### config.mk
export PLATFORM = sky130hd
export DESIGN_NAME = mfr_queue
export DESIGN_NICKNAME = d
export VERILOG_FILES = /design/src/design/mfr_pkg.sv /design/src/design/mfr_queue.sv
export SDC_FILE = /design/constraint.sdc
export NUM_CORES = 1
export LEC_CHECK = 0
export BUFFER_PORTS_ARGS = -buffer_cell sky130_fd_sc_hd__buf_2
export CORE_MARGIN = 2
export CORE_UTILIZATION = 56
export CTS_CLUSTER_DIAMETER = 40
export CTS_CLUSTER_SIZE = 28
export DETAILED_ROUTE_END_ITERATION = 8
export GPL_TIMING_DRIVEN = 0
export PLACE_DENSITY = 0.83
export SLEW_MARGIN = 30
export SYNTH_ARGS = -nofsm -noshare
export SYNTH_HDL_FRONTEND = slang
export SYNTH_SLANG_ARGS = --single-unit
### constraint.sdc
create_clock -name clk -period 7.7 [get_ports clk]
set_clock_uncertainty 0.15 [all_clocks]
set_input_delay 0.385 -clock clk [delete_from_list [all_inputs] [get_ports clk]]
set_output_delay 0.385 -clock clk [all_outputs]
set_load 0.005 [all_outputs]
### src/design/mfr_pkg.sv
package mfr_pkg;

	// Fixed field widths
	localparam int INDEX_W = 13;
	localparam int DATA_W  = 8;

	// Widest pixel position over the supported frame sizes (1024 x 512)
	localparam int POS_MAX_W = 19;

	// Work queue depth between front and back
	localparam int QUEUE_DEPTH = 2;

	// Input item kinds
	localparam logic KIND_WRITE = 1'b0;
	localparam logic KIND_READ  = 1'b1;

	// Configuration register indexes
	localparam logic REG_FLIP_LONG  = 1'b0;
	localparam logic REG_FLIP_SHORT = 1'b1;

	// All-white native byte
	localparam logic [DATA_W-1:0] BYTE_WHITE = 8'hFF;

	typedef enum logic [1:0] {
		OP_WRITE,
		OP_READ,
		OP_READ_WHITE
	} entry_op_t;

	// One unit of work handed from front to back
	typedef struct packed {
		entry_op_t              op;
		logic [POS_MAX_W-1:0]   pos;     // first pixel position, or byte address for writes
		logic [DATA_W-1:0]      data;    // landscape byte for writes
		logic [3:0]             nvalid;  // pixels inside the frame, 1 to 8
		logic                   down;    // walk rows upward (short axis mirrored)
	} entry_t;

	typedef enum logic [2:0] {
		F_IDLE,
		F_MUL,
		F_PRD,
		F_FIX,
		F_POS,
		F_PUSH
	} front_state_t;

	typedef enum logic [1:0] {
		B_IDLE,
		B_RUN,
		B_FIN
	} back_state_t;

endpackage

### src/design/mfr_queue.sv
module mfr_queue (
	input  logic            clk,
	input  logic            arst_n,
	input  logic            push,
	input  mfr_pkg::entry_t push_entry,
	output logic            full,
	input  logic            pop,
	output mfr_pkg::entry_t head,
	output logic            not_empty
);

	localparam int PTR_W = $clog2(mfr_pkg::QUEUE_DEPTH);
	localparam int CNT_W = $clog2(mfr_pkg::QUEUE_DEPTH + 1);

	mfr_pkg::entry_t  slot_q [mfr_pkg::QUEUE_DEPTH];
	logic [PTR_W-1:0] wr_ptr_q, rd_ptr_q;
	logic [CNT_W-1:0] count_q;

	assign full      = count_q == CNT_W'(mfr_pkg::QUEUE_DEPTH);
	assign not_empty = count_q != '0;
	assign head      = slot_q[rd_ptr_q];

	// Store pushed entries
	always_ff @(posedge clk) begin
		if (push)
			slot_q[wr_ptr_q] <= push_entry;
	end

	// Advance pointers and occupancy
	always_ff @(posedge clk or negedge arst_n) begin
		if (!arst_n) begin
			wr_ptr_q <= '0;
			rd_ptr_q <= '0;
			count_q  <= '0;
		end else begin
			if (push)
				wr_ptr_q <= (wr_ptr_q == PTR_W'(mfr_pkg::QUEUE_DEPTH - 1)) ? '0 : wr_ptr_q + 1'b1;
			if (pop)
				rd_ptr_q <= (rd_ptr_q == PTR_W'(mfr_pkg::QUEUE_DEPTH - 1)) ? '0 : rd_ptr_q + 1'b1;
			if (push && !pop)
				count_q <= count_q + 1'b1;
			else if (pop && !push)
				count_q <= count_q - 1'b1;
		end
	end

endmodule

**After elaboration in Yosys (flattened, before gate mapping)**

Memories as Yosys holds them, arrays and structs flattened.
Index checks and enable logic that the tools add are counted.

- Register bits: 4
- Bits in writable memories: 68
- Input port bits: 38
- Output and inout bits: 36
- Logic and storage cells: 21
- Memories: 1

- $add $sub $neg: 4
- Eq/ne operators: 1
- Muxes and demuxes: 6
- Reductions and logical operators: 6

Memories:

| name | depth | bits a word | rd ports | clocked after Yosys merged registers in | wr ports | line | text |
|---|---|---|---|---|---|---|---|
| slot_q | 2 | 34 | 1 | 0 | 1 | mfr_queue.sv:15 | `mfr_pkg::entry_t slot_q [mfr_pkg::QUEUE_DEPTH];` |

Operators by type and width:

| kind | number |
|---|---|
| 1-bit 2-to-1 mux | 4 |
| 2-bit 2-to-1 mux | 2 |
| 2-bit nonzero test | 2 |
| 1-bit adder (second input constant) | 2 |
| 2-bit by 1-bit adder with 2-bit output (second input constant) | 1 |
| 2-bit equality test (second input constant) | 1 |
| 1-bit logical AND | 2 |
| 1-bit logical NOT | 2 |
| 2-bit by 1-bit subtractor with 2-bit output (second input constant) | 1 |

**Logic depth before layout (Yosys ltp)**

Gate-level depths: netlist of the first run.

- Word-level depth: 4
- Mapped depth: 5

**Least setup slack after synthesis of the first run**

No wires, ideal clock.

- Path type: register to register
- From: reg wr_ptr_q
- To: mem slot_q[0][0] in the netlist's numbering, enable pin
- Arrival time: 1.930 ns
- Setup slack: 5.191 ns
- Stages on the path, launching flop included: 2
- Buffers on the path: 0
- Period minus slack after synthesis: 2.509 ns
- Path through: dfrtp_1 > nor2b_1

RTL lines:

| item | line | text |
|---|---|---|
| from (decl) | mfr_queue.sv:16 | `logic [PTR_W-1:0] wr_ptr_q, rd_ptr_q;` |
| from (signal assigned) | mfr_queue.sv:37 | `wr_ptr_q <= (wr_ptr_q == PTR_W'(mfr_pkg::QUEUE_DEPTH - 1)) ? '0 : wr_ptr_q + 1'b1;` |
| to (decl) | mfr_queue.sv:15 |  |

No word-level cell before the write port.

==> run_results.csv, run 1 <==
group,metric,value,unit
global_route,grt_use_total,16.3,%
min_path,hold_class,"in -> reg",
global_route,first_global_vias,1410,
yosys,postSynthAreaPerCell,22.9,um2
yosys,ys_ff_latch,72,
sta,fin_crit_sh,25.6,%
cts,numClockSinks,72,
yosys,synth_top_area_share,73.1,%
pwr,ir_worst_vdd,0.226,mV
detailed_routing,drt-vias-per-instance,4.88,
detailed_routing,wirelength,4.36,mm
sta,hold_ws,89.8,ps
cts,clock_latency,330,ps
die,ios,74,
global_route,grt_pass1_wl,6.43,mm
global_route,antenna_found_initial,0,
die,dieHeight,74.6,um
die,coreArea,4750,um2
status,outcome,"finished, final reports clean",
worst_setup_path,arrival,1430,ps
pwr,leakage,1.42,nW
yosys,synth.distinct_cells,14,
cts,clockRootBuffer,"clkbuf_8",
yosys,synth_nets,161,
detailed_routing,num_vias,1366,
worst_setup_path,cp_max_fo,10,
die,row_count,25,
placement,post-dp-hpwl,3.13,mm
die,dieWidth,74.6,um
cts,h-tree-depth,3,
placement,gp_congestion,0.676,
global_route,grt_max_degree,23,
worst_setup_path,crit_required,7160,ps
finish,final_cells,280,
worst_setup_path,worstSetupEndpointType,"output port",
detailed_routing,drt-initial-drc-count,65,
cts,post-cts-setup-buffer-count,0,
cts,clockBufferDepth,2,
sta,hold_violations,0,
sta,slew_headroom,69.7,%
finish,synthToLayoutAreaGrowth,24.2,%
placement,portBuffers,73,
worst_setup_path,path_class,"reg -> out",
die,die_area,5570,um2
detailed_routing,drt-pass1-iter-count,4,
finish,nets,248,
cts,cts_buffers,9,
cts,hold_buffers,1,
yosys,yosysWarningCount,0,
sta,rsz0062_at_grt,"false",
sta,tns,0,ps
finish,layout-drive-gt1-share,60.1,%
worst_setup_path,startpoint_type,"register",
sta,period_minus_slack,1970,ps
detailed_routing,ant_nets,0,
pwr,totalPowerFinal,1.19,mW
sta,max_freq,508,MHz
cts,cts_tree,"yes",
yosys,yosysSeqAreaShare,76.7,%
die,start_util,58.8,%
yosys,synth_area_leaders,"edfxtp_1, mux2_4, dfrtp_1, buf_12, mux2_2",
yosys,synth_cells,122,
global_route,grt-ovfl-total,0,
cts,clkTransAtPathRegs,70,ps
finish,fillers,317,
pwr,powerDensity,343,nW/um2
sta,finalMaxSlewViolations,0,
cts,cts_resized,0,
detailed_routing,remaining_drc_errors,0,
sta,tightest_slew,453,ps
detailed_routing,avgRoutedWirePerCell,15.6,um
sta,setup_violations,0,
yosys,synth_area_leader_cell,"edfxtp_1",
yosys,synth_area,2790,um2
run,drv_cap,0,
finish,n_antenna_cell,0,
placement,place_inst,264,
[power breakdown]
part           total, mW  switching, mW  internal, mW
registers          0.549         0.0279         0.522
clock network      0.234          0.123         0.112
logic              0.407          0.166         0.241
total               1.19          0.316         0.874
[cell usage after synthesis]
cell,n
xor2_1,4
ha_1,1
and2_1,1
buf_6,1
edfxtp_1,68
xnor2_1,1
buf_12,3
dfrtp_1,4
nor2b_1,2
inv_1,1
mux2_4,29
or2_2,1
mux2_2,5
nor2_1,1
[metrics by stage]
step	worst slack, ps	area (um2)	util [%]
finish	5730	3470	73.0
CTS	5710	3470	73.0
global route	5690	3470	73.0
detailed placement	6060	3310	69.6
floorplan	5190	2790	-
global placement	4430	3240	68.2
[worst max-delay path, cell delays in order (launching register included)]
cell	delay, ps
dfrtp_1	370
buf_6	150
buf_12	150
mux2_4	300
buf_2	130
[layout by cell type (no fill, tap or decap)]
cell and count:
xnor2_1 1, buf_16 2, inv_1 1, clkinv_1 2
buf_6 1, nor2_1 1, and2_2 1, edfxtp_1 68
or2_2 1, clkbuf_8 9, ha_1 1, clkinvlp_4 1
clkinv_2 2, xor2_1 4, mux2_2 5, dfrtp_1 4
nor2b_4 1, mux2_4 29, buf_12 3, buf_2 73
clkbuf_1 1, dlygate4sd3_1 1, nor2b_1 1
[routing by layer]
| metal | share of wire [%] | global-route usage, % | vias up |
|---|---|---|---|
| li1 | - | - | 646 |
| met1 | 41 | 18.6 | 650 |
| met2 | 50 | 27.2 | 63 |
| met3 | 7.4 | 6.02 | 7 |
| met4 | 1.6 | 7.74 | 0 |
| met5 | 0 | 0 | - |
[final cells by class]
| class | count | area [um2] | area share (%) |
|---|---|---|---|
| Clock inverter | 5 | 25.0 | 0.721 |
| Inverter | 1 | 3.75 | 0.108 |
| Sequential cell | 72 | 2140 | 61.7 |
| Timing Repair Buffer | 76 | 430 | 12.4 |
| Buffer | 4 | 71.3 | 2.06 |
| Multi-Input combinational cell | 45 | 586 | 16.9 |
| Tap cell | 67 | 83.8 | 2.42 |
| Clock buffer | 10 | 128 | 3.68 |
[logic make-up (layout without fill, tap and decap cells)]
group	count (synthesis)	count (layout)	synth area share (%)
flops	72	72	76.7
mux	34	34	17.6
xor+xnor	5	5	1.57
simple gates	5	5	1.03
buf+inv	5	96	2.69
fa+ha+maj	1	1	0.448
[final timing paths]
check,from,endpoint,slack [ps],depth (start not counted)
worst min register to register,count_q[1],count_q[1],340,1
max in group asynchronous,arst_n,rd_ptr_q,7040,2
worst max register to register,wr_ptr_q,slot_q[1][10],6150,2
min in group asynchronous,arst_n,wr_ptr_q,240,2
worst max-delay path,rd_ptr_q,head[21],5730,4
worst min-delay path,push_entry[5],slot_q[1][5],90,1
[flip-flops by register name, summed over array words and instances, names as in the netlist]
register,cells
slot_q,68
count_q,2
rd_ptr_q,1
wr_ptr_q,1
Power figures use the tool's default switching activity.
==> inputs of run 2 (changes only) <==
--- a/config.mk
+++ b/config.mk
@@ -7,12 +7,12 @@
 export LEC_CHECK = 0
 export BUFFER_PORTS_ARGS = -buffer_cell sky130_fd_sc_hd__buf_2
 export CORE_MARGIN = 2
-export CORE_UTILIZATION = 56
+export CORE_UTILIZATION = 47
 export CTS_CLUSTER_DIAMETER = 40
 export CTS_CLUSTER_SIZE = 28
 export DETAILED_ROUTE_END_ITERATION = 8
 export GPL_TIMING_DRIVEN = 0
-export PLACE_DENSITY = 0.83
+export PLACE_DENSITY = 0.74
 export SLEW_MARGIN = 30
 export SYNTH_ARGS = -nofsm -noshare
 export SYNTH_HDL_FRONTEND = slang
==> constraint.sdc (replaced) <==
create_clock -name clk -period 1.8 [get_ports clk]
set_clock_uncertainty 0.15 [all_clocks]
set_input_delay 0.09 -clock clk [delete_from_list [all_inputs] [get_ports clk]]
set_output_delay 0.09 -clock clk [all_outputs]
set_load 0.005 [all_outputs]
==> run 2 against run 1 <==
Against the previous run: via count grew 8.0%; register-to-register slack got worse by 6000 ps; critical path depth did not move; core utilization is 5.4 points lower; combinational power increased to 4.4 times the previous value; power rose to 4.7 times the previous value; global-route usage down 1.4 points.
==> run_results.csv, run 2 (synthesized netlist as in run 1, its figures left out) <==
group,metric,value,unit
finish,synthToLayoutAreaGrowth,40.8,%
worst_setup_path,worstSetupEndpointType,"output port",
pwr,intPower,4.23,mW
cts,h-tree-depth,3,
cts,cts_tree,"yes",
sta,rsz0062_at_grt,"false",
sta,tightest_slew,590,ps
detailed_routing,avgRoutedWirePerCell,14.2,um
global_route,antenna_found_initial,0,
pwr,switching_share,24.5,%
sta,worst_slack,114,ps
detailed_routing,drt-initial-drc-count,90,
placement,portBuffers,73,
global_route,grt_max_degree,19,
die,row_count,28,
cts,cts_resized,0,
finish,n_antenna_cell,0,
cts,clkTransAtPathRegs,70,ps
worst_setup_path,cp_max_fo,10,
finish,final_util,67.6,%
pwr,p_clk_share,26.2,%
worst_setup_path,arrival,1450,ps
sta,slew_headroom,60.6,%
cts,clock_latency,330,ps
global_route,grt_use_total,14.9,%
cts,numClockSinks,72,
pwr,totalPowerFinal,5.60,mW
detailed_routing,num_vias,1475,
status,outcome,"finished, final reports clean",
pwr,leakage,1.62,nW
worst_setup_path,path_class,"reg -> out",
die,dieWidth,81.1,um
worst_setup_path,cp_slowest_cell,"dfrtp_1",
cts,clockBufferDepth,2,
global_route,first_global_vias,1474,
placement,post-dp-hpwl,2.76,mm
sta,max_freq,593,MHz
placement,dpl_cell_area,3320,um2
cts,clockRootBuffer,"clkbuf_8",
cts,cts_buffers,9,
finish,final_area,3930,um2
worst_setup_path,crit_required,1560,ps
finish,nets,285,
sta,setup_violations,0,
finish,largest_register_ffs,68,
pwr,p_comb_share,32.0,%
pwr,ir_worst_vdd,0.828,mV
detailed_routing,drt-pass1-iter-count,4,
die,ios,74,
detailed_routing,remaining_drc_errors,0,
die,die_area,6580,um2
finish,final_cell_mix,"buf_2, edfxtp_1, dlygate4sd3_1, mux2_4, clkbuf_8",
finish,regMostFlops,"slot_q",
sta,period_minus_slack,1690,ps
finish,layout-drive-gt1-share,51.8,%
die,coreArea,5820,um2
placement,gp_congestion,0.646,
sta,hold_violations,0,
sta,fin_crit_sh,93.7,%
sta,finalMaxSlewViolations,0,
die,dieHeight,81.1,um
detailed_routing,drt-vias-per-instance,4.52,
sta,hold_ws,323,ps
min_path,hold_class,"in -> reg",
worst_setup_path,path_cells,"buf_6 -> buf_12 -> mux2_4 -> buf_2",
run,drv_cap,0,
global_route,grt-ovfl-total,0,
pwr,powerDensity,1420,nW/um2
worst_setup_path,startpoint_type,"register",
pwr,netSwitchingPower,1.37,mW
detailed_routing,wirelength,4.64,mm
finish,layout_commonest_cell,"buf_2",
worst_setup_path,slowest_delay,380,ps
pwr,seqPwrFrac,41.7,%
placement,dp_slack,173,ps
finish,top_regs,"slot_q (68), count_q (2)",
detailed_routing,ant_nets,0,
global_route,grt_pass1_wl,6.86,mm
die,start_util,48.0,%
[run 2: worst paths after layout]
kind	startpoint	end	slack (ps)	cells past startpoint
max in group asynchronous	arst_n	rd_ptr_q	820	3
max reg2reg	wr_ptr_q	slot_q[0][15]	190	2
min	push_entry[9]	slot_q[0][9]	320	2
max	rd_ptr_q	head[9]	110	4
min reg2reg	count_q[1]	count_q[1]	330	1
min in group asynchronous	arst_n	count_q[1]	500	3
[run 2: layout make-up]
class,count,area [um2]
Buffer,4,71.3
Clock buffer,10,128
Clock inverter,6,108
Fill cell,404,1880
Inverter,1,3.75
Multi-Input combinational cell,45,586
Sequential cell,72,2140
Tap cell,75,93.8
Timing Repair Buffer,113,801
[run 2: power groups by stage]
stage / Combinational, mW / Clock, mW / Sequential (mW)
5_1_grt: 1.94 / 1.58 / 2.37
4_1_cts: 1.83 / 1.51 / 2.34
3_5_place_dp: 1.76 / 0 / 2.37
3_3_place_gp: 1.66 / 0 / 2.37
6_report: 1.79 / 1.47 / 2.34
2_1_floorplan: 1.17 / 0 / 2.35
[run 2: layer usage]
metal / global-route usage, % / wire length (um)
met3: 5.11 / 263
met5: 0 / 0
met4: 6.61 / 42
met2: 25.7 / 2470
met1: 16.7 / 1860
[run 2: critical path: cells and delay by family, from the launching register on]
family | cells | cell delay (ps)
multiplexers | 1 | 300
flip-flops | 1 | 380
buffers and inverters | 3 | 430
[run 2: through the flow]
step	TNS, ps	std cells
floorplan	-326	122
global placement	-15430	270
detailed placement	0	272
CTS	0	326
global route	0	326
finish	0	326
[run 2: what timing repair did]
item                                    4_1_cts  5_1_grt
endpoints found under the hold margin        75        0
endpoints found under the setup margin        0        0
hold buffers                                 38        0
buffers inserted                              0        0
==> inputs of run 3 (changes only) <==
--- a/config.mk
+++ b/config.mk
@@ -11,8 +11,9 @@
 export CTS_CLUSTER_DIAMETER = 40
 export CTS_CLUSTER_SIZE = 28
 export DETAILED_ROUTE_END_ITERATION = 8
-export GPL_TIMING_DRIVEN = 0
 export PLACE_DENSITY = 0.74
+export RECOVER_POWER = 100
+export SETUP_SLACK_MARGIN = 0.05
 export SLEW_MARGIN = 30
 export SYNTH_ARGS = -nofsm -noshare
 export SYNTH_HDL_FRONTEND = slang
==> run 3 against run 2 <==
Against the previous run: clock power down 20%; setup slack better by 16 ps; via count up 2.4%; sequential cell count unchanged; first-iteration DRC count down 6.7%; cell area down 6.6%; highest routed layer unchanged; worst hold slack worse by 0.97 ps; combinational power down 25%; power down 13%; count of clock-buffer cells in the layout down 1; final cell count unchanged.
==> run_results.csv, run 3 (synthesized netlist as in run 1, its figures left out) <==
group,metric,value,unit
global_route,first_global_vias,1587,
finish,synthToLayoutAreaGrowth,31.4,%
sta,tightest_slew,562,ps
worst_setup_path,startpoint_type,"register",
die,coreArea,5820,um2
detailed_routing,wl_met2,2.41,mm
placement,post-dp-hpwl,2.87,mm
sta,hold_violations,0,
detailed_routing,drt-initial-drc-count,84,
worst_setup_path,cp_max_fo,22,
worst_setup_path,path_cells,"buf_12 -> mux2_1 -> buf_2",
detailed_routing,num_vias,1511,
detailed_routing,drt-pass1-iter-count,4,
worst_setup_path,slowest_delay,390,ps
worst_setup_path,cp_top_family,"flip-flops",
worst_setup_path,crit_required,1560,ps
sta,fin_crit_sh,92.7,%
sta,rsz0062_at_grt,"false",
die,dieHeight,81.1,um
pwr,totalPowerFinal,4.87,mW
pwr,intPower,3.56,mW
detailed_routing,wirelength,4.68,mm
detailed_routing,drt-vias-per-instance,4.63,
sta,tns,0,ps
detailed_routing,ant_nets,0,
cts,clkTransAtPathRegs,70,ps
global_route,grt_max_degree,23,
die,row_count,28,
pwr,p_comb_share,27.8,%
finish,top_regs,"slot_q (68), count_q (2)",
global_route,grt_pass1_wl,7.12,mm
min_path,hold_class,"in -> reg",
worst_setup_path,cp_slowest_cell,"dfrtp_2",
pwr,netSwitchingPower,1.31,mW
cts,numClockSinks,72,
cts,clockRootBuffer,"clkbuf_8",
detailed_routing,wl_met3,249,um
detailed_routing,avgRoutedWirePerCell,14.3,um
pwr,seqPwrFrac,48.1,%
pwr,switching_share,26.8,%
placement,gp_congestion,0.662,
detailed_routing,wl_met1,1.95,mm
finish,n_antenna_cell,0,
die,die_area,6580,um2
worst_setup_path,path_class,"reg -> out",
sta,max_freq,599,MHz
cts,cts_tree,"yes",
pwr,ir_worst_vdd,0.704,mV
cts,h-tree-depth,3,
finish,final_cell_mix,"edfxtp_1, buf_2, dlygate4sd3_1, clkbuf_1, mux2_1",
global_route,antenna_found_initial,0,
pwr,leakage,1.37,nW
detailed_routing,route.top_layer_used,"met4",
die,start_util,48.0,%
global_route,grt-ovfl-total,0,
sta,finalMaxSlewViolations,0,
finish,largest_register_ffs,68,
sta,setup_violations,0,
cts,clock_latency,340,ps
global_route,grt_use_total,15.4,%
worst_setup_path,crit_buf_inv,2,
sta,period_minus_slack,1670,ps
finish,fillers,471,
detailed_routing,remaining_drc_errors,0,
cts,cts_buffers,9,
die,ios,74,
finish,layout-drive-gt1-share,29.9,%
cts,clockBufferDepth,2,
finish,layout_commonest_cell,"edfxtp_1",
die,dieWidth,81.1,um
finish,regMostFlops,"slot_q",
worst_setup_path,arrival,1430,ps
cts,post-cts-setup-buffer-count,0,
pwr,p_clk_share,24.1,%
status,outcome,"finished, final reports clean",
pwr,powerDensity,1330,nW/um2
placement,portBuffers,73,
finish,nets,285,
run,drv_cap,0,
sta,slew_headroom,62.5,%
worst_setup_path,worstSetupEndpointType,"output port",
-- run 3: cell types whose count changed in the layout (fill, tap and decap cells not counted), moves of 3 or more --
| cell | change |
|---|---|
| clkbuf_2 | +3 |
| mux2_4 | -25 |
| clkbuf_1 | +28 |
| buf_2 | -29 |
| mux2_1 | +25 |
-- run 3: path summary, 6_finish.rpt --
kind / endpoint / from / cells after the start / slack [ps]
worst max-delay path: head[21] / rd_ptr_q / 3 / 130
worst min-delay path: rd_ptr_q / pop / 3 / 320
worst max register to register: slot_q[1][23] / wr_ptr_q / 2 / 270
worst min register to register: count_q[1] / count_q[1] / 1 / 340
max in group asynchronous: rd_ptr_q / arst_n / 3 / 790
min in group asynchronous: count_q[1] / arst_n / 3 / 520
-- run 3: through the flow --
| stage | instances | cell area, um2 | worst slack, ps | util [%] | hold WS (ps) |
|---|---|---|---|---|---|
| final | 326 | 3670 | 131 | 63.1 | 322 |
| after global routing | 326 | 3670 | 76.4 | 63.1 | 323 |
| after CTS | 326 | 3820 | 77.7 | 65.6 | 310 |
| after detailed placement | 272 | 3250 | 432 | 55.9 | -241 |
| after global placement | 272 | 3250 | 455 | 55.9 | -243 |
| after floorplan | 122 | 2800 | 299 | - | -356 |
-- run 3: per-layer routing --
metal  vias to the layer above  global-route usage (%)
met1                       734                    16.6
met2                        52                    27.4
li1                        718                       -
met5                         -                       0
met3                         7                    4.22
met4                         0                    8.14
-- run 3: final cells by class --
type,count,area (um2),area share (%)
well taps,75,93.8,2.56
flip-flops and latches,72,2140,58.4
inverters,1,3.75,0.102
multi-input cells,45,484,13.2
clock inverters,7,62.6,1.70
clock buffers,9,124,3.37
repair buffers,117,759,20.7
-- run 3: worst min-delay path, delay by kind of cell --
family | cells | cell delay, ps
XOR/XNOR | 1 | 60
buffers and inverters | 2 | 620
-- run 3: timing repair --
item / 4_1_cts / 5_1_grt
resized for setup: 0 / 1
endpoints found under the hold margin: 75 / 0
endpoints found under the setup margin: 0 / 2
hold buffers: 38 / 0
-- run 3: power groups by stage --
stage | combinational [mW] | clock (mW) | sequential (mW)
after global placement | 1.58 | 0 | 2.36
after global routing | 1.51 | 1.27 | 2.37
final | 1.35 | 1.17 | 2.34
after floorplan | 1.17 | 0 | 2.35
after CTS | 1.67 | 1.21 | 2.35
after detailed placement | 1.61 | 0 | 2.39
