**src/design/mfr_pkg.sv**
```systemverilog
package mfr_pkg;

	// Fixed field widths
	localparam int INDEX_W = 13;
	localparam int DATA_W  = 8;

	// Widest pixel position over the supported frame sizes (1024 x 512)
	localparam int POS_MAX_W = 19;

	// Work queue depth between front and back
	localparam int QUEUE_DEPTH = 2;

	// Input item kinds
	localparam logic KIND_WRITE = 1'b0;
	localparam logic KIND_READ  = 1'b1;

	// Configuration register indexes
	localparam logic REG_FLIP_LONG  = 1'b0;
	localparam logic REG_FLIP_SHORT = 1'b1;

	// All-white native byte
	localparam logic [DATA_W-1:0] BYTE_WHITE = 8'hFF;

	typedef enum logic [1:0] {
		OP_WRITE,
		OP_READ,
		OP_READ_WHITE
	} entry_op_t;

	// One unit of work handed from front to back
	typedef struct packed {
		entry_op_t              op;
		logic [POS_MAX_W-1:0]   pos;     // first pixel position, or byte address for writes
		logic [DATA_W-1:0]      data;    // landscape byte for writes
		logic [3:0]             nvalid;  // pixels inside the frame, 1 to 8
		logic                   down;    // walk rows upward (short axis mirrored)
	} entry_t;

	typedef enum logic [2:0] {
		F_IDLE,
		F_MUL,
		F_PRD,
		F_FIX,
		F_POS,
		F_PUSH
	} front_state_t;

	typedef enum logic [1:0] {
		B_IDLE,
		B_RUN,
		B_FIN
	} back_state_t;

endpackage

```
**src/design/mfr_front.sv**
```systemverilog
module mfr_front #(
	parameter int FRAME_WIDTH  = 296,
	parameter int FRAME_HEIGHT = 128
) (
	input  logic                          clk,
	input  logic                          arst_n,
	input  logic                          in_valid,
	output logic                          in_stall,
	input  logic                          kind,
	input  logic [mfr_pkg::INDEX_W-1:0]   byte_index,
	input  logic [mfr_pkg::DATA_W-1:0]    land_byte,
	input  logic                          cfg_we,
	input  logic                          cfg_index,
	input  logic                          cfg_data,
	output logic                          push,
	output mfr_pkg::entry_t               push_entry,
	input  logic                          q_full
);

	localparam int LAND_BYTES   = (FRAME_WIDTH * FRAME_HEIGHT + 7) / 8;
	localparam int NRB          = (FRAME_HEIGHT + 7) / 8;
	localparam int NATIVE_BYTES = FRAME_WIDTH * NRB;
	localparam int P_W          = $clog2(FRAME_WIDTH * FRAME_HEIGHT);
	localparam int G_W          = $clog2(FRAME_WIDTH);
	localparam int Y_W          = $clog2(FRAME_HEIGHT);
	localparam int SH           = 14;
	localparam int RECIP        = (1 << SH) / NRB;

	localparam logic [14:0]    RECIP_C  = 15'(RECIP);
	localparam logic [7:0]     NRB_C    = 8'(NRB);
	localparam logic [16:0]    LAND_C   = 17'(LAND_BYTES);
	localparam logic [16:0]    NAT_C    = 17'(NATIVE_BYTES);
	localparam logic [G_W-1:0] W1_C     = G_W'(FRAME_WIDTH - 1);
	localparam logic [Y_W-1:0] H1_C     = Y_W'(FRAME_HEIGHT - 1);
	localparam logic [9:0]     H_C      = 10'(FRAME_HEIGHT);
	localparam logic [P_W-1:0] W_C      = P_W'(FRAME_WIDTH);

	mfr_pkg::front_state_t state_q, state_d;

	logic                          flip_long_q, flip_short_q;
	logic [mfr_pkg::INDEX_W-1:0]   n_q;
	logic [12:0]                   qe_q;
	logic [12:0]                   prod_q;
	logic [G_W-1:0]                x_q;
	logic [Y_W-1:0]                y0_q;
	logic [3:0]                    nvalid_q;
	logic                          down_q;
	logic [P_W-1:0]                pos_q;

	logic        accept;
	logic        wr_in_range, rd_in_range;
	logic [27:0] mul_full;
	logic [19:0] prod_full;
	logic [12:0] r_est;
	logic        fix;
	logic [12:0] g;
	logic [12:0] sb_full;
	logic [9:0]  s0;
	logic [9:0]  left;
	logic [G_W-1:0] x_d;
	logic [Y_W-1:0] y0_d;
	logic [3:0]  nvalid_d;

	assign accept      = in_valid && !in_stall;
	assign wr_in_range = {4'b0, byte_index} < LAND_C;
	assign rd_in_range = {4'b0, byte_index} < NAT_C;

	// Hold off new beats while a read is being classified or the queue is full
	assign in_stall = (state_q != mfr_pkg::F_IDLE) || q_full;

	// Quotient estimate by reciprocal, then one correction step
	assign mul_full  = {15'b0, n_q} * {13'b0, RECIP_C};
	assign prod_full = {7'b0, qe_q} * {12'b0, NRB_C};
	assign r_est     = n_q - prod_q;
	assign fix       = r_est >= {5'b0, NRB_C};
	assign g         = qe_q + {12'b0, fix};
	assign sb_full   = fix ? (r_est - {5'b0, NRB_C}) : r_est;
	assign s0        = {sb_full[6:0], 3'b000};
	assign left      = H_C - s0;

	// Map native column and short position to landscape coordinates
	assign x_d      = flip_long_q ? (W1_C - g[G_W-1:0]) : g[G_W-1:0];
	assign y0_d     = flip_short_q ? (H1_C - s0[Y_W-1:0]) : s0[Y_W-1:0];
	assign nvalid_d = (left >= 10'd8) ? 4'd8 : left[3:0];

	// Configuration registers
	always_ff @(posedge clk or negedge arst_n) begin
		if (!arst_n) begin
			flip_long_q  <= 1'b0;
			flip_short_q <= 1'b0;
		end else if (cfg_we) begin
			case (cfg_index)
				mfr_pkg::REG_FLIP_LONG:  flip_long_q  <= cfg_data;
				mfr_pkg::REG_FLIP_SHORT: flip_short_q <= cfg_data;
				default: ;
			endcase
		end
	end

	// Next state
	always_comb begin
		state_d = state_q;
		case (state_q)
			mfr_pkg::F_IDLE: begin
				if (accept && kind == mfr_pkg::KIND_READ && rd_in_range)
					state_d = mfr_pkg::F_MUL;
			end
			mfr_pkg::F_MUL: state_d = mfr_pkg::F_PRD;
			mfr_pkg::F_PRD: state_d = mfr_pkg::F_FIX;
			mfr_pkg::F_FIX: state_d = mfr_pkg::F_POS;
			mfr_pkg::F_POS: state_d = mfr_pkg::F_PUSH;
			mfr_pkg::F_PUSH: begin
				if (!q_full)
					state_d = mfr_pkg::F_IDLE;
			end
			default: state_d = mfr_pkg::F_IDLE;
		endcase
	end

	always_ff @(posedge clk or negedge arst_n) begin
		if (!arst_n)
			state_q <= mfr_pkg::F_IDLE;
		else
			state_q <= state_d;
	end

	// Outputs: queue push and entry contents
	always_comb begin
		push              = 1'b0;
		push_entry.op     = mfr_pkg::OP_WRITE;
		push_entry.pos    = mfr_pkg::POS_MAX_W'(byte_index);
		push_entry.data   = land_byte;
		push_entry.nvalid = 4'd8;
		push_entry.down   = 1'b0;
		case (state_q)
			mfr_pkg::F_IDLE: begin
				if (accept) begin
					if (kind == mfr_pkg::KIND_WRITE) begin
						push = wr_in_range;
					end else if (!rd_in_range) begin
						push          = 1'b1;
						push_entry.op = mfr_pkg::OP_READ_WHITE;
					end
				end
			end
			mfr_pkg::F_PUSH: begin
				push              = !q_full;
				push_entry.op     = mfr_pkg::OP_READ;
				push_entry.pos    = mfr_pkg::POS_MAX_W'(pos_q);
				push_entry.nvalid = nvalid_q;
				push_entry.down   = down_q;
			end
			default: ;
		endcase
	end

	// Datapath registers of the read classification
	always_ff @(posedge clk) begin
		case (state_q)
			mfr_pkg::F_IDLE: n_q <= byte_index;
			mfr_pkg::F_MUL:  qe_q <= mul_full[26:14];
			mfr_pkg::F_PRD:  prod_q <= prod_full[12:0];
			mfr_pkg::F_FIX: begin
				x_q      <= x_d;
				y0_q     <= y0_d;
				nvalid_q <= nvalid_d;
				down_q   <= flip_short_q;
			end
			mfr_pkg::F_POS: pos_q <= P_W'(y0_q) * W_C + P_W'(x_q);
			default: ;
		endcase
	end

endmodule

```
**config.mk**
```make
export PLATFORM = sky130hd
export DESIGN_NAME = mfr_front
export DESIGN_NICKNAME = d
export VERILOG_FILES = /design/src/design/mfr_pkg.sv /design/src/design/mfr_front.sv
export SDC_FILE = /design/constraint.sdc
export NUM_CORES = 1
export LEC_CHECK = 0
export ABC_AREA = 1
export BUFFER_PORTS_ARGS = -buffer_cell sky130_fd_sc_hd__buf_4
export CAP_MARGIN = 20
export CELL_PAD_IN_SITES_DETAIL_PLACEMENT = 0
export CELL_PAD_IN_SITES_GLOBAL_PLACEMENT = 1
export CORE_MARGIN = 5
export CORE_UTILIZATION = 49
export CTS_BUF_LIST = sky130_fd_sc_hd__clkbuf_4
export DETAILED_ROUTE_END_ITERATION = 10
export PLACE_DENSITY = 0.94
export SLEW_MARGIN = 10
export SYNTH_ARGS = -nofsm -noshare
export SYNTH_HDL_FRONTEND = slang
export SYNTH_SLANG_ARGS = --single-unit
```
**constraint.sdc**
```tcl
create_clock -name clk -period 8.9 [get_ports clk]
set_input_delay 0.89 -clock clk [delete_from_list [all_inputs] [get_ports clk]]
set_output_delay 0.89 -clock clk [all_outputs]
set_load 0.1 [all_outputs]
```
# ---- After elaboration in Yosys (flattened, before gate mapping)
# Index checks and enable logic that the tools add are counted.
dict set report totals {
  regBits 73
  in_bits 29
  output_inout_bits 36
  wordCells 58
}
dict set report classes {
  add_sub_neg 7
  multipliers 1
  n_lt_le_gt_ge 3
  eq_ne 7
  n_mux 16
  n_bitwise 1
  reduce_logical 11
}
# cell n
set op_table {}
lappend op_table {{case mux 3 bit (6 select lines)} 1}
lappend op_table {{adder 16 x 9 -> 16 bit} 1}
lappend op_table {{two-way mux 16 bit} 1}
lappend op_table {{two-way mux 7 bit} 2}
lappend op_table {{>= comparator 13 x 5 -> 1 bit (second input constant)} 1}
lappend op_table {{less-than comparator 13 bit (second input constant)} 1}
lappend op_table {{multiplier 7 x 6 -> 13 bit (second input constant)} 1}
lappend op_table {{subtractor 13 bit} 1}
lappend op_table {{>= comparator 10 x 4 -> 1 bit (second input constant)} 1}
lappend op_table {{subtractor 8 x 10 -> 10 bit (first input constant)} 1}
lappend op_table {{adder 9 x 1 -> 9 bit} 1}
lappend op_table {{two-way mux 9 bit} 1}
lappend op_table {{subtractor 9 bit (first input constant)} 1}
lappend op_table {{subtractor 7 x 5 -> 7 bit (second input constant)} 1}
lappend op_table {{subtractor 7 bit (first input constant)} 1}
lappend op_table {{equality test 3 x 2 -> 1 bit (second input constant)} 2}
lappend op_table {{equality test 3 bit (second input constant)} 2}
lappend op_table {{two-way mux 2 bit} 3}
lappend op_table {{two-way mux 3 bit} 2}
lappend op_table {{AND reduction 2 bit} 3}
lappend op_table {{two-way mux 5 bit} 1}
lappend op_table {{!= test 2 bit (second input constant)} 2}
lappend op_table {{case mux 2 bit (2 select lines)} 1}
lappend op_table {{equality test 3 x 1 -> 1 bit (second input constant)} 1}
lappend op_table {{8 further kinds} 13}

# ---- Depth between registers and ports, before layout
# Gate-level depths: netlist (run 1).
dict set report depth {
  word_depth 8
  mapped_depth 23
  depth_no_buf 23
}

# ---- Least setup slack after synthesis (run 1)
# Ideal clock, no wire load.
dict set report synth_timing {
  path_kind {flip-flop to output port}
  from {register state_q[1]}
  to {output push}
  t_arrival_ps 3464
  t_required_ps 8010
  setup_slack_ps 4546
  stages_incl_launch_ff 8
  path_buffers 0
  cell_sequence {dfrtp_1 -> nor2_1 -> nand2_1 -> inv_1 -> nand2_1 -> nor2_1 -> inv_1 -> o22ai_1}
}
dict set report synth_via {
  elab_chain_len 6
  word_cells_on_any_way 8
  classes_between {eq/ne: 1; mux: 2; reduce/logical: 5}
}
# item line
set synth_lines {}
lappend synth_lines {{start: declaration} mfr_front.sv:38} ;# mfr_pkg::front_state_t state_q, state_d;
lappend synth_lines {{start signal: assignment} mfr_front.sv:122} ;# state_q <= mfr_pkg::F_IDLE;
lappend synth_lines {{start signal: assignment} mfr_front.sv:124} ;# state_q <= state_d;
lappend synth_lines {{nonzero test 3 bit} mfr_front.sv:69} ;# assign in_stall = (state_q != mfr_pkg::F_IDLE) || q_full;
lappend synth_lines {{logical OR 1 bit} mfr_front.sv:69}
lappend synth_lines {{via in_stall} mfr_front.sv:8} ;# output logic in_stall,
lappend synth_lines {{zero test 1 bit} mfr_front.sv:64} ;# assign accept = in_valid && !in_stall;
lappend synth_lines {{logical AND 1 bit} mfr_front.sv:64}
lappend synth_lines {{two-way mux 1 bit} mfr_front.sv:137} ;# if (accept) begin
lappend synth_lines {{case mux 1 bit (2 select lines)} mfr_front.sv:135} ;# case (state_q)
lappend synth_lines {{end: declaration} mfr_front.sv:15} ;# output logic push,
# The timed path passes the listed nets, and every way through them passes these cells.

# ---- Worst setup path after layout (run 1)
dict set report layout_timing {
  from {register n_q[4] (netlist bit)}
  to {register x_q[7], data pin}
}
dict set report layout_via {
  elab_chain_len 5
}
# item line
set layout_lines {}
lappend layout_lines {{start: declaration} mfr_front.sv:41} ;# logic [mfr_pkg::INDEX_W-1:0] n_q;
lappend layout_lines {{start signal: assignment} mfr_front.sv:160} ;# mfr_pkg::F_IDLE: n_q <= byte_index;
lappend layout_lines {{subtractor 13 bit *} mfr_front.sv:74} ;# assign r_est = n_q - prod_q;
lappend layout_lines {{>= comparator 13 x 5 -> 1 bit *} mfr_front.sv:75} ;# assign fix = r_est >= {5'b0, NRB_C};
lappend layout_lines {{adder 9 x 1 -> 9 bit *} mfr_front.sv:76} ;# assign g = qe_q + {12'b0, fix};
lappend layout_lines {{subtractor 9 bit} mfr_front.sv:82} ;# assign x_d = flip_long_q ? (W1_C - g[G_W-1:0]) : g[G_W-1:0];
lappend layout_lines {{two-way mux 9 bit *} mfr_front.sv:82}
lappend layout_lines {{via x_d[7]} mfr_front.sv:60} ;# logic [G_W-1:0] x_d;
lappend layout_lines {{end signal: assignment} mfr_front.sv:164} ;# x_q <= x_d;
lappend layout_lines {{end: declaration} mfr_front.sv:44} ;# logic [G_W-1:0] x_q;
# Mark *: on every way through the listed nets, which the timed path passes. The rest lies on a longest branch.
# A chain may end at the register's enable or synchronous reset.

==> summary.txt, run 1 <==
Clocking
  – CTS root buf: clkbuf_4
  – CTS resizes: 0
  – Maximum clock insertion buffer count: 2
  – TritonCTS buffer count: 9
  – Clk pin slew, worst setup/hold paths: 0.13 ns
  – Clock latency on the worst-skew pair: 0.41 ns
  – Htree depth: 3
  – CTS Hold Buffers Added: 0
  – TritonCTS clock tree: yes
  – Clock Sinks: 68
  – Setup Fix Bufs, Post-CTS: 0

Yosys
  – EDFF count, synth: 63
  – Syn avg cell area: 9.15 um2
  – Post-synth top area cell: edfxtp_1
  – Top cells by area, synth: edfxtp_1, ha_1, nand2_1, inv_1, xor2_1
  – Synth top cells by count: nand2_1, inv_1, edfxtp_1
  – Main synth FF type: edfxtp_1
  – Cell Area, Synth: 4470 um2
  – Post-synthesis sequential area ratio: 45.1%
  – Yosys warnings: 0
  – Synth top area share: 42.3%
  – Synth cell types: 40
  – Share of synthesized registers carrying an async set or reset: 7.35%
  – Yosys reg bits: 68
  – Dominant cell by count in the synthesized netlist: nand2_1
  – Cells after Synth: 489

Layout
  – Fin cells: 646
  – Share of layout cells above drive strength 1: 16.7%
  – N_diodes: 0
  – P&R area growth vs syn: 11.7%
  – Fin nets: 607

GRT
  – Total track usage: 17.9%
  – Maximum number of pins on one net before global-route repair: 20
  – Vias in the first global route: 3261
  – First-pass GRT wire length: 15800 um
  – Remaining Overflow, GRT: 0
  – Antenna violations before repair: 0

Worst setup path
  – Worst-path maximum fanout: 3
  – Setup CP Type: reg -> reg
  – Worst EP required: 9.07 ns
  – Crit path DAT: 3.81 ns
  – Startpoint types: register
  – Critical path endpoint category: register

Power
  – Power Dens Cells: 363 nW/um2
  – Leakage: 2.42 nW
  – Final total power: 0.00181 W
  – Maximum vdd drop: 0.178 mV

Timing
  – Fmax: 275 MHz
  – Unrepaired setup endpoints after global routing: false
  – Final slew viol count: 0
  – Slew HR: 49.6%
  – Clk_skew: 0.0154 ns
  – Final WS setup: 5.26 ns
  – Fin Hold WS: 0.258 ns
  – Fin crit share: 40.9%
  – Tightest Pin Transition: 0.755 ns
  – Fin crit period: 3.64 ns
  – Final setup TNS: 0 ns
  – Hold Fails Final Rpt: 0
  – Final setup viols: 0

Placement
  – Placed Cells incl. Taps: 630
  – Pre-CTS WS: 5.27 ns
  – Detailed placement HPWL: 7550 um
  – GPL Wtd Cong: 0.883
  – I/O Buffers: 42

Die
  – Die H: 106 um
  – Initial Util: 50.8%
  – DIE AREA: 11100 um2
  – Width of the die: 106 um
  – Core area: 8810 um2
  – Row count: 34
  – Num ports: 65

Drt
  – Post-route ant nets: 0
  – Vias: 3285
  – Drt first pass iters: 6
  – WL final: 9500 um
  – DRC: 0
  – Routed wire per std cell: 14.7 um
  – Starting DRC count in detailed routing: 109
  – Via-to-Cell Ratio: 5.09

Hold path
  – Worst hold path type: in -> async

Flow run
  – Max cap viols: 0

Status
  – Status: completed
## sequential cells by signal, indices dropped and copies added, names as in the netlist, 3 cells and up
| name | cells |
|---|---|
| n_q | 13 |
| x_q | 9 |
| pos_q | 16 |
| prod_q | 9 |
| y0_q | 5 |
| state_q | 3 |
| qe_q | 9 |
## cells in the final DEF (no fill, tap or decap), drive strengths merged, types with 5 or more instances in the layout
| cell type | synthesis | routed |
|---|---|---|
| xor2 | 17 | 17 |
| inv | 88 | 92 |
| o21ai | 7 | 7 |
| nand4 | 12 | 12 |
| xnor2 | 10 | 10 |
| nor2 | 27 | 27 |
| or2 | 5 | 5 |
| nand3 | 23 | 23 |
| nand3b | 5 | 5 |
| conb | 1 | 6 |
| dfrtp | 5 | 5 |
| nand2 | 132 | 132 |
| edfxtp | 63 | 63 |
| clkbuf | 1 | 9 |
| ha | 41 | 41 |
| a21oi | 14 | 14 |
| buf | 17 | 46 |
## cell families (layout without fill, tap and decap cells)
group / Yosys count / in the layout / synth area share (%)
and+or+nand+nor: 208 / 208 / 21.3
buffers and inverters: 106 / 150 / 10.2
DFF: 68 / 68 / 45.1
adders and majority gates: 45 / 45 / 13.3
AOI/OAI and AO/OA: 34 / 34 / 4.64
xor gates and xnor gates: 27 / 27 / 5.45
other: 1 / 6 / 0.0838
## path summary, 6_finish.rpt
| kind | from | end | slack [ns] | cells after the start |
|---|---|---|---|---|
| max | n_q[4]$_DFFE_PP_ | x_q[7]$_DFFE_PN_ | 5.26 | 19 |
| min in group clk | x_q[1]$_DFFE_PN_ | pos_q[1]$_DFFE_PN_ | 0.43 | 0 |
| max in group asynchronous | arst_n | state_q[0]$_DFFE_PN0P_ | 8.54 | 1 |
| max reg2reg | n_q[4]$_DFFE_PP_ | x_q[7]$_DFFE_PN_ | 5.26 | 19 |
| min reg2reg | x_q[1]$_DFFE_PN_ | pos_q[1]$_DFFE_PN_ | 0.43 | 0 |
| min | arst_n | flip_long_q$_DFFE_PN0P_ | 0.26 | 1 |
## critical path: stages, from the launching register on
cell      delay (ns)
edfxtp_1        0.42
inv_1           0.08
ha_1            0.18
fa_1            0.46
ha_1            0.21
nand3_1         0.09
nor2_1          0.04
nor2_1          0.09
nand3_1         0.07
nor2_1          0.11
nand3_2         0.11
ha_1            0.24
ha_1            0.23
nand3_2         0.12
xor2_1          0.27
inv_1           0.11
ha_1            0.24
o21ai_2         0.15
xnor2_1         0.13
inv_1           0.07
## layout make-up
type                            count  area [um2]
Fill cell                         770        3810
Multi-Input combinational cell    320        2020
Sequential cell                    68        2020
Timing Repair Buffer               46         345
Inverter                           88         330
Tap cell                          108         135
Clock inverter                      7        80.1
Clock buffer                        9        67.6
## layer usage
layer,track usage (%),vias to the layer above,wire length [um]
li1,-,1659,-
met1,23.2,1543,4180
met2,30.9,71,4720
met3,2.69,12,406
met4,6.20,0,191
met5,0,-,0
## metrics by stage
step           instance area (um2)  util [%]
6_report                      5000      56.7
3_3_place_gp                  4850      55.1
4_1_cts                       5000      56.7
2_1_floorplan                 4490         -
3_5_place_dp                  4850      55.1
5_1_grt                       5000      56.7
## power by group
group	switching (W)	total (W)	internal [W]
Combinational	0.000678	0.00102	0.000343
Clock	0.000124	0.000214	0.0000894
Sequential	0.0000703	0.000579	0.000509
Total	0.000872	0.00181	0.000942
Note: power is estimated with default switching activity, not from simulation.
==> inputs of run 2 (changes only) <==
- CORE_UTILIZATION: 49 -> 45
- PLACE_DENSITY: 0.94 -> 0.88
- clock period: 8.9 -> 3.7 ns (I/O delays scaled with it)
==> summary.txt, run 2 (same netlist as run 1, synthesis figures left out) <==
Layout
  – P&R area growth vs syn: 12.7%
  – Final Cell Area: 5040 um2 (+0.90%)
  – Share of layout cells above drive strength 1: 17.4% (+0.65 points)
  – Largest register FFs: 16 (unchanged)
  – N_diodes: 0 (unchanged)
  – Largest Register: pos_q
  – Most common cell after layout, fill and taps aside: nand2_1
  – Most frequent cells in the layout: nand2_1, inv_1, edfxtp_1, buf_4, ha_1
  – Fin nets: 610 (+0.49%)
  – Final Core Density: 51.8% (-4.9 points)
  – Biggest regs: pos_q x16, n_q x13

Drt
  – WL final: 9080 um (-4.4%)
  – Via-to-Cell Ratio: 4.80 (-5.6%)
  – Routed wire per std cell: 13.5 um (-8.4%)
  – Drt first pass iters: 4 (-2)
  – Post-route ant nets: 0 (unchanged)
  – Vias: 3237 (-1.5%)
  – DRC: 0 (unchanged)
  – Starting DRC count in detailed routing: 152 (+39%)

Clocking
  – Maximum clock insertion buffer count: 2 (unchanged)
  – Clk pin slew, worst setup/hold paths: 0.11 ns (-0.02 ns)
  – Clock Sinks: 68 (unchanged)
  – CTS root buf: clkbuf_4
  – Htree depth: 3 (unchanged)
  – TritonCTS buffer count: 9 (unchanged)
  – Clock latency on the worst-skew pair: 0.41 ns (about the same)
  – TritonCTS clock tree: yes

Worst setup path
  – Reg2reg end: x_q[7]$_DFFE_PN_
  – Worst EP required: 3.88 ns (-5.19 ns)
  – Critical path endpoint category: register
  – Reg-to-reg setup timing slack: 0.24 ns (-5.02 ns)
  – R2r startpoint: n_q[4]$_DFFE_PP_
  – Crit path DAT: 3.63 ns (-0.18 ns)
  – Startpoint types: register
  – Worst-path maximum fanout: 3 (unchanged)
  – Setup CP Type: reg -> reg
  – Length in cells of the worst reg-to-reg path: 19 (unchanged)

Power
  – Sw frac: 48.4% (+0.33 points)
  – Clock share of power: 9.6% (-2.2 points)
  – Maximum vdd drop: 0.398 mV (+120%)
  – Leakage: 2.42 nW (about the same)
  – Sw Pwr: 0.00207 W (+140%)
  – Combinational power share: 57.9% (+1.6 points)
  – Power Dens Cells: 848 nW/um2 (+130%)
  – Sequential power share: 32.6% (+0.7 points)
  – Int Pwr: 0.00221 W (+130%)

Status
  – Status: completed

Die
  – Core area: 9730 um2 (+10%)
  – Die H: 110 um (+3.9%)
  – Initial Util: 46.0% (-4.8 points)
  – Num ports: 65 (unchanged)
  – Row count: 36 (+5.9%)
  – Width of the die: 110 um (+3.9%)
  – DIE AREA: 12000 um2 (+8.0%)

Placement
  – GPL Wtd Cong: 0.832 (-5.8%)
  – Pre-CTS WS: 0.147 ns (-5.13 ns)
  – I/O Buffers: 42 (unchanged)
  – Placed inst area: 4890 um2 (+0.77%)
  – Detailed placement HPWL: 7480 um (-0.96%)

Timing
  – Final WS setup: 0.241 ns (-5.02 ns)
  – Tightest Pin Transition: 0.632 ns (-0.123 ns)
  – Fmax: 289 MHz (+5.3%)
  – Final slew viol count: 0 (unchanged)
  – Clk_skew: 0.00818 ns (-0.00727 ns)
  – Fin crit share: 93.5% (+53 points)
  – Slew HR: 57.9% (+8.2 points)
  – Fin crit period: 3.46 ns (-0.184 ns)
  – Hold Fails Final Rpt: 0 (unchanged)
  – Fin Hold WS: 0.138 ns (-0.119 ns)
  – Final setup viols: 0 (unchanged)

Flow run
  – Max cap viols: 0 (unchanged)

Hold path
  – Worst hold path type: in -> reg
  – Hold-critical path depth: 1
  – Hold Path End: n_q[11]$_DFFE_PP_
  – Hold path start: byte_index[11]

GRT
  – First-pass GRT wire length: 14800 um (-6.3%)
  – Vias in the first global route: 3148 (-3.5%)
  – Maximum number of pins on one net before global-route repair: 20 (unchanged)
  – Remaining Overflow, GRT: 0 (unchanged)
  – Antenna violations before repair: 0 (unchanged)
  – Total track usage: 16.1% (-1.9 points)
## run 2: cell count changes in the layout (fill, tap and decap cells not counted), sizes merged
cell,change
inv,-3
buf,+2
bufinv,-1
clkinvlp,+1
dlygate4sd3,+1
clkinv,+3
## run 2: power by group through the flow
stage	logic, W	clock network [W]	registers [W]
after floorplan	0.00201	0	0.00134
after detailed placement	0.00248	0	0.00141
final	0.00247	0.000409	0.00139
after CTS	0.00249	0.000424	0.00140
after global placement	0.00243	0	0.00140
after global routing	0.00280	0.000456	0.00142
## run 2: what timing repair did
item | CTS | global route
hold buffers | 1 | 0
resized for setup | 0 | 2
buffers inserted | 0 | 2
endpoints found under the setup margin | 0 | 3
endpoints found under the hold margin | 5 | 0
## run 2: through the flow
stage                     setup TNS [ns]  cells  power [W]
after floorplan                        0    494    0.00336
after global placement                 0    655    0.00383
after detailed placement               0    655    0.00389
after CTS                              0    672    0.00431
after global routing             -0.0150    674    0.00468
final                                  0    674    0.00428
## run 2: worst max-delay path by stage
stage,startpoint,end,cells after the start
2_1_floorplan,state_q[1]$_DFFE_PN0P_,push_entry[33],7
3_3_place_gp,prod_q[4]$_DFFE_PP_,x_q[7]$_DFFE_PN_,18
3_5_place_dp,n_q[4]$_DFFE_PP_,x_q[7]$_DFFE_PN_,19
4_1_cts,n_q[4]$_DFFE_PP_,x_q[7]$_DFFE_PN_,19
5_1_grt,n_q[4]$_DFFE_PP_,x_q[7]$_DFFE_PN_,19
6_report,n_q[4]$_DFFE_PP_,x_q[7]$_DFFE_PN_,19
## run 2: final cells by class
type / count / area, um2
fillers: 913 / 4690
multi-input cells: 320 / 2040
flip-flops and latches: 68 / 2020
repair buffers: 49 / 370
inverters: 88 / 330
well taps: 133 / 166
clock buffers: 9 / 67.6
clock inverters: 7 / 52.6
## run 2: routing by layer
metal	track usage, %	vias to the layer above	routed length (um)
met4	4.81	0	95
li1	-	1665	-
met2	27.6	41	4610
met3	3.35	9	287
met5	0	-	0
met1	20.5	1522	4080
## run 2: critical path, cell delays in order, from the launching register on
cell and delay, ns:
edfxtp_1 0.43, inv_1 0.07, ha_1 0.19, fa_1 0.48, ha_1 0.21, nand3_1 0.08, nor2_1 0.04, nor2_1 0.08
nand3_1 0.07, nor2_1 0.11, nand3_2 0.10, ha_2 0.21, ha_1 0.21, nand3_2 0.13, xor2_2 0.19, inv_1 0.08
ha_1 0.22, o21ai_2 0.14, xnor2_1 0.12, inv_1 0.05
==> inputs of run 3 (changes only) <==
- CTS_CLUSTER_DIAMETER: not set -> 150
- PLACE_DENSITY: 0.88 -> 0.78
- SLEW_MARGIN: 10 -> not set
==> summary.txt, run 3 (same netlist as run 1, synthesis figures left out) <==
Drt
  – Drt first pass iters: 4 (unchanged)
  – Starting DRC count in detailed routing: 120 (-21%)
  – Vias: 3272 (+1.1%)
  – WL final: 9210 um (+1.5%)
  – DRC: 0 (unchanged)
  – Via-to-Cell Ratio: 4.85 (+1.1%)
  – Routed wire per std cell: 13.7 um (+1.5%)
  – Post-route ant nets: 0 (unchanged)

Worst setup path
  – Crit path DAT: 3.62 ns (about the same)
  – Worst EP required: 3.88 ns (about the same)
  – Setup CP Type: reg -> reg
  – Critical path endpoint category: register
  – Worst-path maximum fanout: 3 (unchanged)
  – Startpoint types: register

Power
  – Power Dens Cells: 871 nW/um2 (+2.7%)
  – Maximum vdd drop: 0.391 mV (-1.9%)
  – Leakage: 2.44 nW (+1.1%)

Layout
  – Largest Register: pos_q
  – Fin nets: 610 (unchanged)
  – Most common cell after layout, fill and taps aside: nand2_1
  – P&R area growth vs syn: 13.7%
  – Biggest regs: pos_q x16, n_q x13
  – Most frequent cells in the layout: nand2_1, inv_1, edfxtp_1, buf_4, ha_1
  – N_diodes: 0 (unchanged)
  – Final Cell Area: 5080 um2 (+0.87%)
  – Share of layout cells above drive strength 1: 17.6% (+0.18 points)
  – Largest register FFs: 16 (unchanged)

Status
  – Status: completed

Die
  – Num ports: 65 (unchanged)
  – DIE AREA: 12000 um2 (unchanged)
  – Core area: 9730 um2 (unchanged)
  – Row count: 36 (unchanged)
  – Width of the die: 110 um (unchanged)
  – Initial Util: 46.0% (unchanged)
  – Die H: 110 um (unchanged)

Timing
  – Fmax: 291 MHz (+0.62%)
  – Hold Fails Final Rpt: 0 (unchanged)
  – Final setup TNS: 0 ns (unchanged)
  – Clk_skew: 0.0144 ns (+0.00620 ns)
  – Fin crit period: 3.44 ns (-0.0214 ns)
  – Final slew viol count: 0 (unchanged)
  – Tightest Pin Transition: 0.709 ns (+0.0775 ns)
  – Final setup viols: 0 (unchanged)
  – Slew HR: 52.6% (-5.3 points)
  – Fin crit share: 92.9% (-0.58 points)

GRT
  – Total track usage: 16.6% (+0.47 points)
  – Antenna violations before repair: 0 (unchanged)
  – Remaining Overflow, GRT: 0 (unchanged)
  – Maximum number of pins on one net before global-route repair: 20 (unchanged)
  – Vias in the first global route: 3321 (+5.5%)
  – First-pass GRT wire length: 15200 um (+3.0%)

Clocking
  – TritonCTS clock tree: yes
  – CTS root buf: clkbuf_4
  – TritonCTS buffer count: 9 (unchanged)
  – Htree depth: 3 (unchanged)
  – Maximum clock insertion buffer count: 2 (unchanged)
  – Clk pin slew, worst setup/hold paths: 0.12 ns (about the same)
  – Clock Sinks: 68 (unchanged)
  – Clock latency on the worst-skew pair: 0.41 ns (about the same)

Hold path
  – Worst hold path type: in -> reg

Placement
  – GPL Wtd Cong: 0.864 (+3.9%)
  – Placed inst area: 4880 um2 (-0.15%)
  – Detailed placement HPWL: 7480 um (about the same)
  – I/O Buffers: 42 (unchanged)

Flow run
  – Max cap viols: 0 (unchanged)
run 3: cell count changes in the layout (fill, tap and decap cells not counted), sizes merged:
cell / previous run / this run
bufinv: 0 / 2
clkbuf: 9 / 10
clkinv: 3 / 2
clkinvlp: 3 / 2
inv: 89 / 88
run 3: final cells by class:
cell class	instances	area, um2
clock buffers	10	75.1
clock inverters	6	88.8
fillers	910	4640
inverters	88	330
multi-input cells	320	2040
flip-flops and latches	68	2020
well taps	133	166
repair buffers	49	370
run 3: power by group:
group / internal [W] / switching (W) / leakage (nW)
Sequential: 0.00122 / 0.000175 / 0.643
Clock: 0.000281 / 0.000271 / 0.0826
Combinational: 0.000848 / 0.00163 / 1.72
Total: 0.00235 / 0.00207 / 2.44
run 3: worst max-delay path, cell delays in order, from the launching register on:
cell and delay (ns):
edfxtp_1 0.38, ha_1 0.24, fa_1 0.51, ha_1 0.21, nand3_1 0.08, nor2_1 0.04, nor2_1 0.09, nand3_1 0.07
nor2_1 0.11, nand3_2 0.11, ha_2 0.21, ha_1 0.22, nand3_2 0.14, xor2_2 0.17, inv_1 0.07, ha_1 0.22
o21ai_2 0.15, xnor2_1 0.13, inv_1 0.05
run 3: worst paths after layout:
kind                                      from                 endpoint  slack (ns)  cells after the start
setup / recovery           prod_q[4]$_DFFE_PP_         x_q[7]$_DFFE_PN_        0.26                     18
hold / removal                   byte_index[3]         n_q[3]$_DFFE_PP_        0.13                      1
min in group asynchronous               arst_n   state_q[0]$_DFFE_PN0P_        0.28                      2
hold reg to reg               x_q[2]$_DFFE_PN_       pos_q[2]$_DFFE_PN_        0.45                      0
setup reg to reg           prod_q[4]$_DFFE_PP_         x_q[7]$_DFFE_PN_        0.26                     18
max in group asynchronous               arst_n  flip_long_q$_DFFE_PN0P_        3.32                      2
run 3: stage by stage:
step	utilization [%]	cells	total power, W	setup WS, ns	hold slack (ns)
global route	52.3	674	0.00482	-0.000254	0.106
finish	52.3	674	0.00443	0.263	0.131
floorplan	-	494	0.00336	0.0736	0.0744
CTS	51.9	671	0.00443	0.122	0.113
detailed placement	50.1	654	0.00388	0.158	0.177
global placement	50.1	654	0.00383	0.264	0.174
run 3: layer usage:
layer  vias up  part of all wire (%)  GRT usage, %  wire [um]
li1       1660                     -             -          -
met1      1539                    42          19.8       3890
met2        57                    51          29.2       4740
met3        16                   4.1          2.88        379
met4         0                   2.2          7.39        203
met5         -                     0             0          0
run 3: repair_timing:
item	CTS	global route
setup endpoints to repair	0	3
hold buffers	1	0
endpoints found under the hold margin	5	0
buffers inserted	0	3
resized for setup	0	2
